--- config.mk ---
export PLATFORM = sky130hd
export DESIGN_NAME = bb3_ctrl_flat
export DESIGN_NICKNAME = d
export VERILOG_FILES = /design/src/hw/rtl/bb3_pkg.sv /design/src/hw/rtl/bb3_pix_if.sv /design/src/hw/rtl/bb3_cfg_if.sv /design/src/hw/rtl/bb3_ctrl.sv /design/src/flat_wrapper.sv
export SDC_FILE = /design/constraint.sdc
export NUM_CORES = 1
export LEC_CHECK = 0
export ABC_AREA = 1
export BUFFER_PORTS_ARGS = -buffer_cell sky130_fd_sc_hd__buf_2
export CAP_MARGIN = 30
export CORE_MARGIN = 2
export CORE_UTILIZATION = 59
export CTS_CLUSTER_SIZE = 10
export DETAILED_ROUTE_END_ITERATION = 6
export PLACE_DENSITY = 0.86
export RECOVER_POWER = 50
export SLEW_MARGIN = 20
export SYNTH_ARGS = -nofsm -noshare
export SYNTH_HDL_FRONTEND = slang
export SYNTH_SLANG_ARGS = --single-unit
--- constraint.sdc ---
create_clock -name i_clk -period 7.9 [get_ports i_clk]
set_input_delay 0 -clock i_clk [delete_from_list [all_inputs] [get_ports i_clk]]
set_output_delay 0 -clock i_clk [all_outputs]
set_load 0.03 [all_outputs]
--- src/hw/rtl/bb3_pkg.sv ---
// Shared types, constants and helper functions of the 3x3 box blur.
// Used by the channel interfaces and by every module of the block but bb3_ram.
package bb3_pkg;

    // Field widths of the stream and the configuration port.
    localparam int PIX_W          = 8;
    localparam int RGB_W          = 3 * PIX_W;
    localparam int FRAME_WIDTH_W  = 11;
    localparam int FRAME_HEIGHT_W = 16;
    localparam int CFG_DATA_W     = 16;
    localparam int CFG_IDX_W      = 1;

    // Default depth of the line store, in pixels.
    localparam int MAX_WIDTH_DEF = 1024;

    // Configuration register indexes.
    localparam logic [CFG_IDX_W-1:0] CFG_FRAME_WIDTH  = 1'b0;
    localparam logic [CFG_IDX_W-1:0] CFG_FRAME_HEIGHT = 1'b1;

    // A sum of nine channel values plus the rounding half fits in 12 bits.
    localparam int SUM_W       = 12;
    localparam int RECIP_W     = 15;
    localparam int RECIP_SHIFT = 16;
    localparam int PROD_W      = SUM_W + RECIP_W;

    typedef struct packed {
        logic [PIX_W-1:0] red;
        logic [PIX_W-1:0] green;
        logic [PIX_W-1:0] blue;
    } t_rgb;

    // Which window rows and columns fall outside the frame.
    typedef struct packed {
        logic top;
        logic bottom;
        logic left;
        logic right;
    } t_edges;

    // Item held after the input register, while the line store is read.
    typedef struct packed {
        logic   has_result;
        t_edges edges;
        logic   last;
        t_rgb   pixel;
    } t_stage_a;

    // Item held in the window stage: the full 3x3 neighborhood.
    typedef struct packed {
        t_edges               edges;
        logic                 last;
        t_rgb [2:0][2:0]      cells;
    } t_stage_b;

    // Number of in-frame neighbors: corner, edge or interior.
    typedef enum logic [1:0] {
        DIV_BY_4 = 2'd0,
        DIV_BY_6 = 2'd1,
        DIV_BY_9 = 2'd2
    } t_div_sel;

    // Reciprocal of the divisor scaled by 2**RECIP_SHIFT, rounded up. The
    // error term stays small enough that the quotient is exact for every
    // sum this block can produce.
    function automatic logic [RECIP_W-1:0] div_recip(t_div_sel sel);
        logic [RECIP_W-1:0] recip;
        unique case (sel)
            DIV_BY_4: recip = RECIP_W'(16384);
            DIV_BY_6: recip = RECIP_W'(10923);
            DIV_BY_9: recip = RECIP_W'(7282);
            default:  recip = RECIP_W'(7282);
        endcase
        return recip;
    endfunction

    // Half of the divisor, added before the divide to round to nearest.
    function automatic logic [SUM_W-1:0] div_half(t_div_sel sel);
        logic [SUM_W-1:0] half;
        unique case (sel)
            DIV_BY_4: half = SUM_W'(2);
            DIV_BY_6: half = SUM_W'(3);
            DIV_BY_9: half = SUM_W'(4);
            default:  half = SUM_W'(4);
        endcase
        return half;
    endfunction

endpackage

--- src/hw/rtl/bb3_pix_if.sv ---
// Input pixel channel of the box blur: valid/ready handshake and payload.
// Depends on bb3_pkg for the field widths.
interface bb3_pix_if;
    logic                      valid;
    logic                      ready;
    logic                      action;
    logic [bb3_pkg::PIX_W-1:0] red;
    logic [bb3_pkg::PIX_W-1:0] green;
    logic [bb3_pkg::PIX_W-1:0] blue;

    modport source (output valid, action, red, green, blue, input ready);
    modport sink   (input valid, action, red, green, blue, output ready);
endinterface

--- src/hw/rtl/bb3_cfg_if.sv ---
// Configuration write channel of the box blur: register index and data.
// Depends on bb3_pkg for the field widths.
interface bb3_cfg_if;
    logic                           valid;
    logic                           ready;
    logic [bb3_pkg::CFG_IDX_W-1:0]  index;
    logic [bb3_pkg::CFG_DATA_W-1:0] data;

    modport source (output valid, index, data, input ready);
    modport sink   (input valid, index, data, output ready);
endinterface

--- src/hw/rtl/bb3_ctrl.sv ---
// Input stage of the box blur: frame size registers, stream position
// counters, the input register and the line store read. Uses bb3_pkg.
module bb3_ctrl #(
    parameter int MAX_WIDTH = bb3_pkg::MAX_WIDTH_DEF
) (
    input  logic                         i_clk,
    input  logic                         i_rst_n,
    bb3_pix_if.sink                      i_pix,
    bb3_cfg_if.sink                      i_cfg,
    input  logic                         i_b_ready,
    output logic                         o_a_valid,
    output bb3_pkg::t_stage_a            o_a_item,
    output logic [$clog2(MAX_WIDTH)-1:0] o_a_col,
    output logic                         o_rd_en,
    output logic [$clog2(MAX_WIDTH)-1:0] o_rd_addr
);
    import bb3_pkg::*;

    localparam int CB = $clog2(MAX_WIDTH);
    localparam int WW = $clog2(MAX_WIDTH + 1);
    localparam int HW = FRAME_HEIGHT_W;
    localparam int RW = FRAME_HEIGHT_W + 1;

    logic [WW-1:0] r_eff_w;
    logic [HW-1:0] r_eff_h;
    logic [CB-1:0] r_in_col;
    logic [RW-1:0] r_in_row;
    logic [CB-1:0] r_out_col;
    logic [HW-1:0] r_out_row;
    logic          r_a_valid;
    t_stage_a      r_a_item;
    logic [CB-1:0] r_a_col;

    logic [WW-1:0] n_cfg_w;
    logic [HW-1:0] n_cfg_h;
    logic [CB-1:0] n_in_col;
    logic [RW-1:0] n_in_row;
    logic [CB-1:0] n_out_col;
    logic [HW-1:0] n_out_row;
    t_stage_a      n_a_item;

    logic [FRAME_WIDTH_W-1:0] cfg_w;
    logic [WW-1:0]            in_col_inc;
    logic [WW-1:0]            out_col_inc;
    logic                     cfg_fire;
    logic                     pix_fire;
    logic                     drain;
    logic                     skip;
    logic                     push;
    logic                     primed;
    logic                     row_end;
    t_edges                   edges;
    logic                     last;

    // Sizes are clamped when written, so the datapath sees legal values only.
    assign cfg_fire  = i_cfg.valid && i_cfg.ready;
    assign i_cfg.ready = 1'b1;
    assign cfg_w     = i_cfg.data[FRAME_WIDTH_W-1:0];

    always_comb begin
        priority if (cfg_w < FRAME_WIDTH_W'(2)) begin
            n_cfg_w = WW'(2);
        end else if (32'(cfg_w) > 32'(MAX_WIDTH)) begin
            n_cfg_w = WW'(MAX_WIDTH);
        end else begin
            n_cfg_w = WW'(cfg_w);
        end
        n_cfg_h = (i_cfg.data[HW-1:0] < HW'(2)) ? HW'(2) : i_cfg.data[HW-1:0];
    end

    always_ff @(posedge i_clk) begin
        if (!i_rst_n) begin
            r_eff_w <= WW'(2);
            r_eff_h <= HW'(2);
        end else if (cfg_fire) begin
            unique case (i_cfg.index)
                CFG_FRAME_WIDTH:  r_eff_w <= n_cfg_w;
                CFG_FRAME_HEIGHT: r_eff_h <= n_cfg_h;
                default:          r_eff_h <= r_eff_h;
            endcase
        end
    end

    // Accept an item whenever the input register is free or moving on.
    assign i_pix.ready = !r_a_valid || i_b_ready;
    assign pix_fire    = i_pix.valid && i_pix.ready;

    // Once all rows are in, every item drains; a flush before that is dropped.
    assign drain = r_in_row >= RW'(r_eff_h);
    assign skip  = i_pix.action && !drain;
    assign push  = pix_fire && !skip;

    // Stream and result positions, and the edge flags of this result.
    always_comb begin
        in_col_inc  = WW'(r_in_col) + WW'(1);
        out_col_inc = WW'(r_out_col) + WW'(1);
        row_end     = in_col_inc >= r_eff_w;
        primed      = (r_in_row >= RW'(2)) || ((r_in_row == RW'(1)) && (r_in_col != '0));

        edges.top    = r_out_row == '0;
        edges.bottom = (RW'(r_out_row) + RW'(1)) >= RW'(r_eff_h);
        edges.left   = r_out_col == '0;
        edges.right  = out_col_inc >= r_eff_w;
        last         = edges.right && edges.bottom;

        n_in_col  = row_end ? '0 : CB'(in_col_inc);
        n_in_row  = row_end ? (r_in_row + RW'(1)) : r_in_row;
        n_out_col = r_out_col;
        n_out_row = r_out_row;
        if (primed) begin
            n_out_col = edges.right ? '0 : CB'(out_col_inc);
            n_out_row = edges.right ? (r_out_row + HW'(1)) : r_out_row;
        end
        // The final result of a frame restarts every position.
        if (primed && last) begin
            n_in_col  = '0;
            n_in_row  = '0;
            n_out_col = '0;
            n_out_row = '0;
        end

        n_a_item.has_result = primed;
        n_a_item.edges      = edges;
        n_a_item.last       = last;
        n_a_item.pixel      = drain ? '0 : t_rgb'({i_pix.red, i_pix.green, i_pix.blue});
    end

    always_ff @(posedge i_clk) begin
        if (!i_rst_n) begin
            r_in_col  <= '0;
            r_in_row  <= '0;
            r_out_col <= '0;
            r_out_row <= '0;
            r_a_valid <= 1'b0;
        end else begin
            if (push) begin
                r_in_col  <= n_in_col;
                r_in_row  <= n_in_row;
                r_out_col <= n_out_col;
                r_out_row <= n_out_row;
            end
            if (push) begin
                r_a_valid <= 1'b1;
            end else if (i_b_ready) begin
                r_a_valid <= 1'b0;
            end
        end
    end

    // Input register payload.
    always_ff @(posedge i_clk) begin
        if (push) begin
            r_a_item <= n_a_item;
            r_a_col  <= r_in_col;
        end
    end

    // The line store is read as the item enters the input register.
    assign o_rd_en   = push;
    assign o_rd_addr = r_in_col;
    assign o_a_valid = r_a_valid;
    assign o_a_item  = r_a_item;
    assign o_a_col   = r_a_col;

endmodule

--- src/flat_wrapper.sv ---
// flat-port wrapper written by rule: the top's interface ports become plain ports
module bb3_ctrl_flat import bb3_pkg::*;
#(
    parameter int MAX_WIDTH = bb3_pkg::MAX_WIDTH_DEF
)
  (i_clk, i_rst_n, i_b_ready, o_a_valid, o_a_item, o_a_col, o_rd_en, o_rd_addr, i_pix_valid, i_pix_action, i_pix_red, i_pix_green, i_pix_blue, i_pix_ready, i_cfg_valid, i_cfg_index, i_cfg_data, i_cfg_ready);
  bb3_pix_if i_pix_i ();
  bb3_cfg_if i_cfg_i ();
  input  logic i_clk;
  input  logic i_rst_n;
  input  logic i_b_ready;
  output logic o_a_valid;
  output bb3_pkg::t_stage_a o_a_item;
  output logic [$clog2(MAX_WIDTH)-1:0] o_a_col;
  output logic o_rd_en;
  output logic [$clog2(MAX_WIDTH)-1:0] o_rd_addr;
  input wire logic [$bits(i_pix_i.valid)-1:0] i_pix_valid;
  input wire logic [$bits(i_pix_i.action)-1:0] i_pix_action;
  input wire logic [$bits(i_pix_i.red)-1:0] i_pix_red;
  input wire logic [$bits(i_pix_i.green)-1:0] i_pix_green;
  input wire logic [$bits(i_pix_i.blue)-1:0] i_pix_blue;
  output wire logic [$bits(i_pix_i.ready)-1:0] i_pix_ready;
  input wire logic [$bits(i_cfg_i.valid)-1:0] i_cfg_valid;
  input wire logic [$bits(i_cfg_i.index)-1:0] i_cfg_index;
  input wire logic [$bits(i_cfg_i.data)-1:0] i_cfg_data;
  output wire logic [$bits(i_cfg_i.ready)-1:0] i_cfg_ready;
  assign i_pix_i.valid = i_pix_valid;
  assign i_pix_i.action = i_pix_action;
  assign i_pix_i.red = i_pix_red;
  assign i_pix_i.green = i_pix_green;
  assign i_pix_i.blue = i_pix_blue;
  assign i_pix_ready = i_pix_i.ready;
  assign i_cfg_i.valid = i_cfg_valid;
  assign i_cfg_i.index = i_cfg_index;
  assign i_cfg_i.data = i_cfg_data;
  assign i_cfg_ready = i_cfg_i.ready;
  bb3_ctrl #(.MAX_WIDTH(MAX_WIDTH)) u_core (.i_clk(i_clk), .i_rst_n(i_rst_n), .i_pix(i_pix_i), .i_cfg(i_cfg_i), .i_b_ready(i_b_ready), .o_a_valid(o_a_valid), .o_a_item(o_a_item), .o_a_col(o_a_col), .o_rd_en(o_rd_en), .o_rd_addr(o_rd_addr));
endmodule
# == Word level (Yosys, flattened, before mapping) ==
# Index checks and enable logic that the tools add are counted.
# classes
n_reduce_logical,23
magnitude_cmp,8
n_eq_ne,1
n_addsub,5
muxes,15
n_bitwise,1
# op_table
operator,n
two-way mux 16 bit,4
two-way mux 10 bit,5
greater-or-equal comparator 17 x 16 -> 1 bit,2
two-way mux 17 bit,2
"adder 10 x 1 -> 11 bit, second input constant",2
greater-or-equal comparator 11 bit,2
two-way mux 11 bit,2
"adder 16 x 1 -> 17 bit, second input constant",1
"adder 17 x 1 -> 17 bit, second input constant",1
"equality test 17 x 1 -> 1 bit, second input constant",1
"greater-or-equal comparator 17 x 2 -> 1 bit, second input constant",1
"adder 16 x 1 -> 16 bit, second input constant",1
logical NOT 16 bit,1
"less-than comparator 16 x 2 -> 1 bit, second input constant",1
"greater-than comparator 11 bit, second input constant",1
"less-than comparator 11 x 2 -> 1 bit, second input constant",1
logical NOT 10 bit,1
nonzero test 10 bit,1
AND reduction 2 bit,4
nonzero test 2 bit,4
logical AND 1 bit,6
logical NOT 1 bit,3
AND reduction 3 bit,1
logical OR 1 bit,2
2 further kinds,3
# word_totals
word_cells,70
regBits,121
output_inout_bits,54

# == Longest topological paths before layout ==
# Gate-level depths: netlist of the first run.
# logic_depth
word_depth,6
mapped_depth,22

# == Worst setup path before layout of the first run ==
# No wires, ideal clock.
# synth_path
path_type,register to register
from,"register u_core.r_in_col[0], in the netlist u_core.o_rd_addr[0]"
to,register u_core.r_in_row[10]
required_time_ns,7.783
path_stages_with_launch,20
slack_ns,5.131
setup_ns,0.117
n_path_buf,1
t_arrival_ns,2.652
period_less_slack_ns,2.769
path_cell_list,dfxtp_1 -> ha_1 -> nand3_1 -> nor2_1 -> nand2_1 -> nor2_1 -> nand3_1 -> nand2_1 -> inv_1 -> ha_1 -> nand2_1 -> nor2_1 -> nand3_1 -> o2111ai_1 -> nor2_1 -> nand2_4 -> nand2_4 -> buf_4 -> nand3_1 -> o21ai_1
# synth_via
elab_chain_len,6
# synth_rtl
item,line,text
start: declaration,bb3_ctrl.sv:26,logic [CB-1:0] r_in_col;
start signal: assignment,bb3_ctrl.sv:137,r_in_col <= n_in_col;
branches (longest 6 deep; another with adder 10 x 1 -> 11 bit),-,
end signal: assignment,bb3_ctrl.sv:138,r_in_row <= n_in_row;
end: declaration,bb3_ctrl.sv:27,logic [RW-1:0] r_in_row;
# Parallel ways; which one is timed is not known.
# A chain may end at the register's enable or synchronous reset.

# == Final worst setup path of the first run ==
# layout_path
from,register u_core.r_out_col[2]
to,register u_core.r_in_row[1]
# layout_via
elab_chain_len,6
# layout_rtl
item,line,text
start: declaration,bb3_ctrl.sv:28,logic [CB-1:0] r_out_col;
start signal: assignment,bb3_ctrl.sv:139,r_out_col <= n_out_col;
adder 10 x 1 -> 11 bit *,bb3_ctrl.sv:96,out_col_inc = WW'(r_out_col) + WW'(1);
greater-or-equal comparator 11 bit *,bb3_ctrl.sv:103,edges.right = out_col_inc >= r_eff_w;
logical AND 1 bit *,bb3_ctrl.sv:104,last = edges.right && edges.bottom;
logical AND 1 bit *,bb3_ctrl.sv:115,if (primed && last) begin
nonzero test 2 bit (no line),-,
AND reduction 2 bit (no line),-,
# Every way passes the cells marked *; elsewhere a longest branch is shown, timed or not.

==> results of run 1 <==
[stage by stage]
stage,power (mW),cells
after floorplan,1.018,968
after global placement,1.103,1188
after detailed placement,1.115,1188
after CTS,1.871,1261
after global routing,1.952,1262
final,1.873,1262
[cells in the mapped netlist, drive strengths merged]
library cell,n,area [sq um]
o31ai,1,7.510
and3,1,6.260
xnor2,3,26.28
nor3b,2,15.01
o21a,2,15.01
nand3,59,317.8
xor2,31,271.5
ha,63,788.3
nand4,17,127.6
a21o,2,15.01
o21ai,49,245.2
conb,1,3.750
o21bai,1,18.77
o211ai,1,7.510
edfxtp,40,1201
dfxtp,81,1622
clkbuf,12,45.04
buf,15,97.59
nand3b,1,7.510
and2,1,6.260
a211oi,11,82.58
nor2,131,516.7
nand2,209,809.5
or2,1,6.260
a21oi,62,310.3
nor3,11,55.05
nor4,11,68.82
inv,148,555.5
o2111ai,1,8.760
[power by group through the flow]
stage	logic, mW	registers [mW]	clock network [mW]
after floorplan	0.224	0.794	0
after global placement	0.363	0.740	0
after detailed placement	0.374	0.742	0
after CTS	0.392	0.729	0.750
after global routing	0.433	0.736	0.782
final	0.393	0.732	0.747
[flip-flops by register name, summed over array words and instances, names as in the netlist]
register / count
u_core.o_a_valid: 1
u_core.r_out_col: 10
u_core.o_a_col: 10
u_core.r_out_row: 16
u_core.r_eff_w: 11
u_core.r_eff_h: 16
u_core.o_a_item: 30
u_core.r_in_row: 17
u_core.o_rd_addr: 10
[layout make-up]
cell class                      count  area share (%)
Inverter                          148           6.387
Timing Repair Buffer              142           9.753
Sequential cell                   121           32.45
Tap cell                          147           2.114
Clock inverter                     14           1.597
Clock buffer                       18           4.934
Multi-Input combinational cell    672           42.76
[kinds of logic (layout without fill, tap and decap cells)]
kind of cell / count (synthesis) / in the layout / synth area share (%)
adders and majority gates: 63 / 63 / 10.86
xor gates and xnor gates: 34 / 34 / 4.103
and+or+nand+nor: 444 / 444 / 26.69
buffers and inverters: 175 / 322 / 9.619
other: 1 / 1 / 0.05167
AOI/OAI and AO/OA: 130 / 130 / 9.791
DFF: 121 / 121 / 38.89
[per-layer routing]
layer	global-route usage [%]	share of wire [%]
met1	35.31	41
met2	49.88	48
met3	7.960	7.8
met4	12.69	3.1
met5	0	0
[worst paths after layout]
check / start / slack (ns) / to / cells after the start
hold / removal: i_pix_action / 0.19 / u_core.o_a_valid / 4
hold reg to reg: u_core.r_eff_w[7] / 0.47 / u_core.r_eff_w[7] / 2
setup reg to reg: u_core.r_out_col[2] / 3.87 / u_core.r_in_row[1] / 16
setup / recovery: u_core.r_out_col[2] / 3.87 / u_core.r_in_row[1] / 16
[critical path, cell delays in order (launching register included)]
cell     delay [ns]
dfxtp_1        0.41
nand3_1        0.14
nor2_1         0.11
nand2_1        0.08
nor3_1         0.27
nand3_1        0.13
xor2_1         0.18
inv_1          0.06
ha_1           0.31
nand2_1        0.08
nor2_1         0.15
nand3_1        0.10
nand4_1        0.51
nand3_4        0.47
nand2_4        0.27
nand3_2        0.27
o21ai_0        0.37
==> results_dict.tcl, run 1 <==
set metrics [dict create \
    layout_commonest_cell "nand2_1" \
    dp_slack_ns 4.131 \
    cp.arrival_ns 4.35 \
    holdWs_ns 0.1881 \
    path_class "reg2reg" \
    die_w_um 114.9 \
    setup_ws_ns 3.870 \
    fillers 922 \
    synth_seq_cells 121 \
    drt_iter0_markers 635 \
    grt_use_total_pct 29.45 \
    ant_nets 0 \
    p_int_mw 1.258 \
    antenna_found_initial 0 \
    placed_area_sq_mm 0.007802 \
    initial_core_util_pct 60.43 \
    drive_gt1_share_pct 8.789 \
    place_hpwl_um 12290 \
    power.share.clock_pct 39.9 \
    wirelength_um 19110 \
    clk_latency_ns 0.43 \
    drcViolationCount 1 \
    status "finished with violations" \
    most-common-layout-cells "nand2_1 (204), inv_1 (143), nor2_1 (125), dfxtp_1 (81), ha_1 (63)" \
    seqPwrFrac_pct 39.1 \
    syn2layout_area_growth_pct 19.84 \
    cts_buffers 17 \
    cp-start-kind "flip-flop" \
    io_buffer_count 99 \
    final_util_pct 72.42 \
    num_rows 40 \
    violations "design-rule violations, max-capacitance violations, max-slew violations" \
    setup_viol_count_final 0 \
    end_kind "flip-flop" \
    tightestPinTransition_ns 1.860 \
    cts.repair.resized 0 \
    p_comb_share_pct 21.0 \
    ys_warn_count 0 \
    slew_viol_final 44 \
    hp-class "in2reg" \
    syn_area_sq_mm 0.007258 \
    root_buffer "clkbuf_16" \
    ioPinCount 101 \
    synth_cell_types 42 \
    relSlewSlack_pct -23.99 \
    grt_pass1_vias 6559 \
    grt_max_degree 53 \
    grt_pass1_wl_um 30500 \
    cp_max_fo 34 \
    peakVddDrop_v 0.0001552 \
    cts.sinks 121 \
    drt-wirelength-per-cell_um 15.14 \
    htree_levels 4 \
    hold_violations 0 \
    core_area_sq_mm 0.01201 \
    maxCapViolations 1 \
    antenna_cells 0 \
    finalCriticalPeriod_ns 4.030 \
    layout.nets 1212 \
    first_pass_iters 7 \
    die_h_um 114.9 \
    seq_area_sq_mm 0.002823 \
    vias 6898 \
    ctsHoldBuffers 41 \
    cts_buffer_depth 2 \
    stdcell_area_sq_mm 0.008698 \
    clk_pin_slew_worst_paths_ns 0.06 \
    switching_share_pct 32.81 \
    period_share_pct 51.01 \
    tns_ns 0 \
    post-cts-setup-buffers 0 \
    syn_inst 968 \
    static-leakage-power_nw 4.028 \
    rsz0062_at_grt "false" \
    switching_power_uw 614.3 \
    globalplace.congestion 0.9709 \
    p_per_area_mw_per_mm2 215.3 \
    cts_tree "yes" \
    critPathRequiredTime_ns 8.22 \
    syn_avg_cell_area_sq_um 7.498 \
    fmax_mhz 248.2 \
    via_per_inst 5.466 \
    synth_seq_area_share_pct 38.89 \
    fin_skew_ns 0.008389 \
    die-area_sq_mm 0.01321 \
    synth_fp_nets 1078 \
    overflow 0 \
    multi_input_area_sq_mm 0.003720 \
]
Note: power is estimated with default switching activity, not from simulation.
==> run 2, diff against run 1 <==
ABC_AREA = 0   (was 1)
CORE_UTILIZATION = 52   (was 59)
PLACE_DENSITY = 0.8   (was 0.86)
clock period = 3.55 ns   (was 7.9 ns; I/O delays follow)
==> run 2 against run 1 <==
The run now ends clean. Die area rose by 9.0%. Via count decreased by 8.9%. Power up 130%. Area after synthesis shrank 3.6%. Critical path depth is 2 lower. Cell count fell by 13%. Synthesized cell count shrank 22%. Core utilization shrank 6.3 points. Global-route usage fell by 3.5 points. Register-to-register slack lost 3.6 ns. Largest power group unchanged. Final area grew 0.22%. Critical path type unchanged. Combinational power grew to 2.6 times the previous value.
==> results_dict.tcl, run 2 <==
set metrics [dict create \
    multi_input_area_sq_mm 0.003881 \
    fmax_mhz 300.9 \
    largest_reg_flops 30 \
    end_kind "flip-flop" \
    path_cells "ha_2 > nand2_1 > nor4_4 > nand4_1 > xnor2_2 > ha_1 > o21a_1 > o21a_1 > a221oi_2 > o21ai_2 > a31oi_4 > buf_6 > nand2_2 > o41ai_2" \
    ys_warn_count 0 \
    cp.arrival_ns 3.65 \
    overflow 0 \
    antenna_found_initial 0 \
    cp-start-kind "flip-flop" \
    first_pass_iters 6 \
    syn_inst 752 \
    synth_seq_area_share_pct 40.34 \
    worstHoldStart "i_pix_action" \
    syn2layout_area_growth_pct 24.59 \
    seq_area_sq_mm 0.002830 \
    most-common-layout-cells "nand2_1 (82), dfxtp_1 (75), ha_1 (62), clkbuf_1 (58), a21oi_1 (53)" \
    rsz0062_at_grt "false" \
    peakVddDrop_v 0.0002642 \
    synth_fp_nets 862 \
    fin_skew_ns 0.01137 \
    layout.nets 1013 \
    stdcell_area_sq_mm 0.008717 \
    htree_levels 4 \
    drive_gt1_share_pct 16.16 \
    placed_cells 1018 \
    path_class "reg2reg" \
    grt_pass1_wl_um 29290 \
    finalNonFillerCells 1092 \
    syn_area_sq_mm 0.006997 \
    cts_buffer_depth 2 \
    holdWs_ns 0.1509 \
    fillers 1052 \
    crit_path_frequent_cell "o21a_1" \
    grt_pass1_vias 5962 \
    die_h_um 120.0 \
    rr_worst_depth 14 \
    num_rows 42 \
    grt_max_degree 37 \
    die-area_sq_mm 0.01440 \
    cpMaxStageDelayCell "dfxtp_2" \
    io_buffer_count 99 \
    p_per_area_mw_per_mm2 499.7 \
    root_buffer "clkbuf_16" \
    yosys.area.top_type_share_pct 23.18 \
    finalCriticalPeriod_ns 3.324 \
    globalplace.congestion 0.9126 \
    clk_latency_ns 0.43 \
    hold_violations 0 \
    path_delay_family "compound AO/OA/AOI/OAI gates" \
    tns_ns 0 \
    crit_buf_inv 1 \
    status "finished, final reports clean" \
    ys_async_sr_fraction_pct 0 \
    tightestPinTransition_ns 1.433 \
    crit_start "u_core.r_out_row[0]" \
    slew_viol_final 0 \
    synth_seq_cells 121 \
    cts_tree "yes" \
    critPathMaxStageDelay_ns 0.37 \
    cp.depth 14 \
    static-leakage-power_nw 3.481 \
    whs_path_depth 5 \
    synth_area_leaders "dfxtp_1 (23%), edfxtp_1 (17%), ha_1 (11%)" \
    cts_buffers 17 \
    wirelength_um 18330 \
    die_w_um 120.0 \
    core_area_sq_mm 0.01319 \
    hp-class "in2reg" \
    syn_avg_cell_area_sq_um 9.304 \
    grt_use_total_pct 25.96 \
    synth_most_common_cell "nand2_1" \
    place_hpwl_um 12280 \
    drt-wirelength-per-cell_um 16.79 \
    maxCapViolations 0 \
    synth_edf_count 40 \
    antenna_cells 0 \
    ioPinCount 101 \
    initial_core_util_pct 53.04 \
    setup_viol_count_final 0 \
    layout_commonest_cell "nand2_1" \
    synthTopCellsByCount "nand2_1 (83), dfxtp_1 (81), ha_1 (63), a21oi_1 (54), nor2_1 (47)" \
    via_per_inst 5.755 \
    clk_pin_slew_worst_paths_ns 0.05 \
    synth_ff_type "dfxtp_1" \
    relSlewSlack_pct 4.434 \
    vias 6285 \
    drt_iter0_markers 453 \
    critPathRequiredTime_ns 3.88 \
    period_share_pct 93.62 \
    synth_cell_types 71 \
    yosysTopAreaCell "dfxtp_1" \
    drcViolationCount 0 \
    cp_max_fo 6 \
    cts.sinks 121 \
    reg2reg_from "u_core.r_out_row[0]" \
    placed_area_sq_mm 0.007735 \
    ant_nets 0 \
]
run 2: logic make-up (layout without fill, tap and decap cells):
| kind of cell | after synthesis | in the layout | share of synthesized area [%] |
|---|---|---|---|
| and+or+nand+nor | 276 | 276 | 20.62 |
| adders and majority gates | 63 | 63 | 11.27 |
| xor gates and xnor gates | 33 | 33 | 4.131 |
| muxes | 4 | 4 | 0.5723 |
| buffers and inverters | 80 | 244 | 4.953 |
| AOI/OAI and AO/OA | 174 | 174 | 18.06 |
| other | 1 | 1 | 0.05360 |
| DFF | 121 | 121 | 40.34 |
run 2: power breakdown:
part / switching (mW) / total, mW / internal [mW]
registers: 0.0753 / 1.65 / 1.58
clock network: 0.602 / 1.68 / 1.08
logic: 0.702 / 1.03 / 0.324
run 2: area by class of cell:
cell class                      count  share of cell area [%]
Multi-Input combinational cell    551                   44.52
Sequential cell                   121                   32.47
Timing Repair Buffer              165                   11.87
Clock buffer                       22                   5.440
Tap cell                          176                   2.526
Inverter                           47                   2.024
Clock inverter                     10                   1.148
run 2: final timing paths:
kind	endpoint	slack, ns
min	u_core.o_rd_addr[6]	0.15
max	u_core.r_in_row[10]	0.23
min reg2reg	u_core.r_eff_h[13]	0.45
max reg2reg	u_core.r_in_row[10]	0.23
run 2: repair_timing:
| action | 4_1_cts | 5_1_grt |
|---|---|---|
| hold buffers | 41 | 0 |
| setup buffers | 0 | 0 |
| gates resized for setup | 0 | 19 |
| setup endpoints to repair | 0 | 42 |
| endpoints found under the hold margin | 48 | 0 |
run 2: routing by layer:
metal | share of wire [%] | wire, um | GRT usage (%) | vias to the layer above
met1 | 43 | 7885 | 32.56 | 2974
met4 | 2.4 | 431 | 10.51 | 0
li1 | - | - | - | 3049
met2 | 49 | 8903 | 43.71 | 219
met5 | 0 | 0 | 0 | -
met3 | 6.1 | 1113 | 5.181 | 43
run 2: through the flow:
step	setup WS (ns)	total power, mW	utilization, %
final	0.2265	4.356	66.09
after global routing	0.009114	4.552	66.09
after CTS	0.03572	4.375	66.11
after detailed placement	0.09205	2.669	58.64
after global placement	0.1487	2.647	58.64
after floorplan	0.2850	2.380	-
run 2: worst min-delay path: stages:
cell and delay (ns):
buf_2 0.13, nand3_4 0.09, o211ai_1 0.12, xor2_1 0.14, nor2_1 0.04
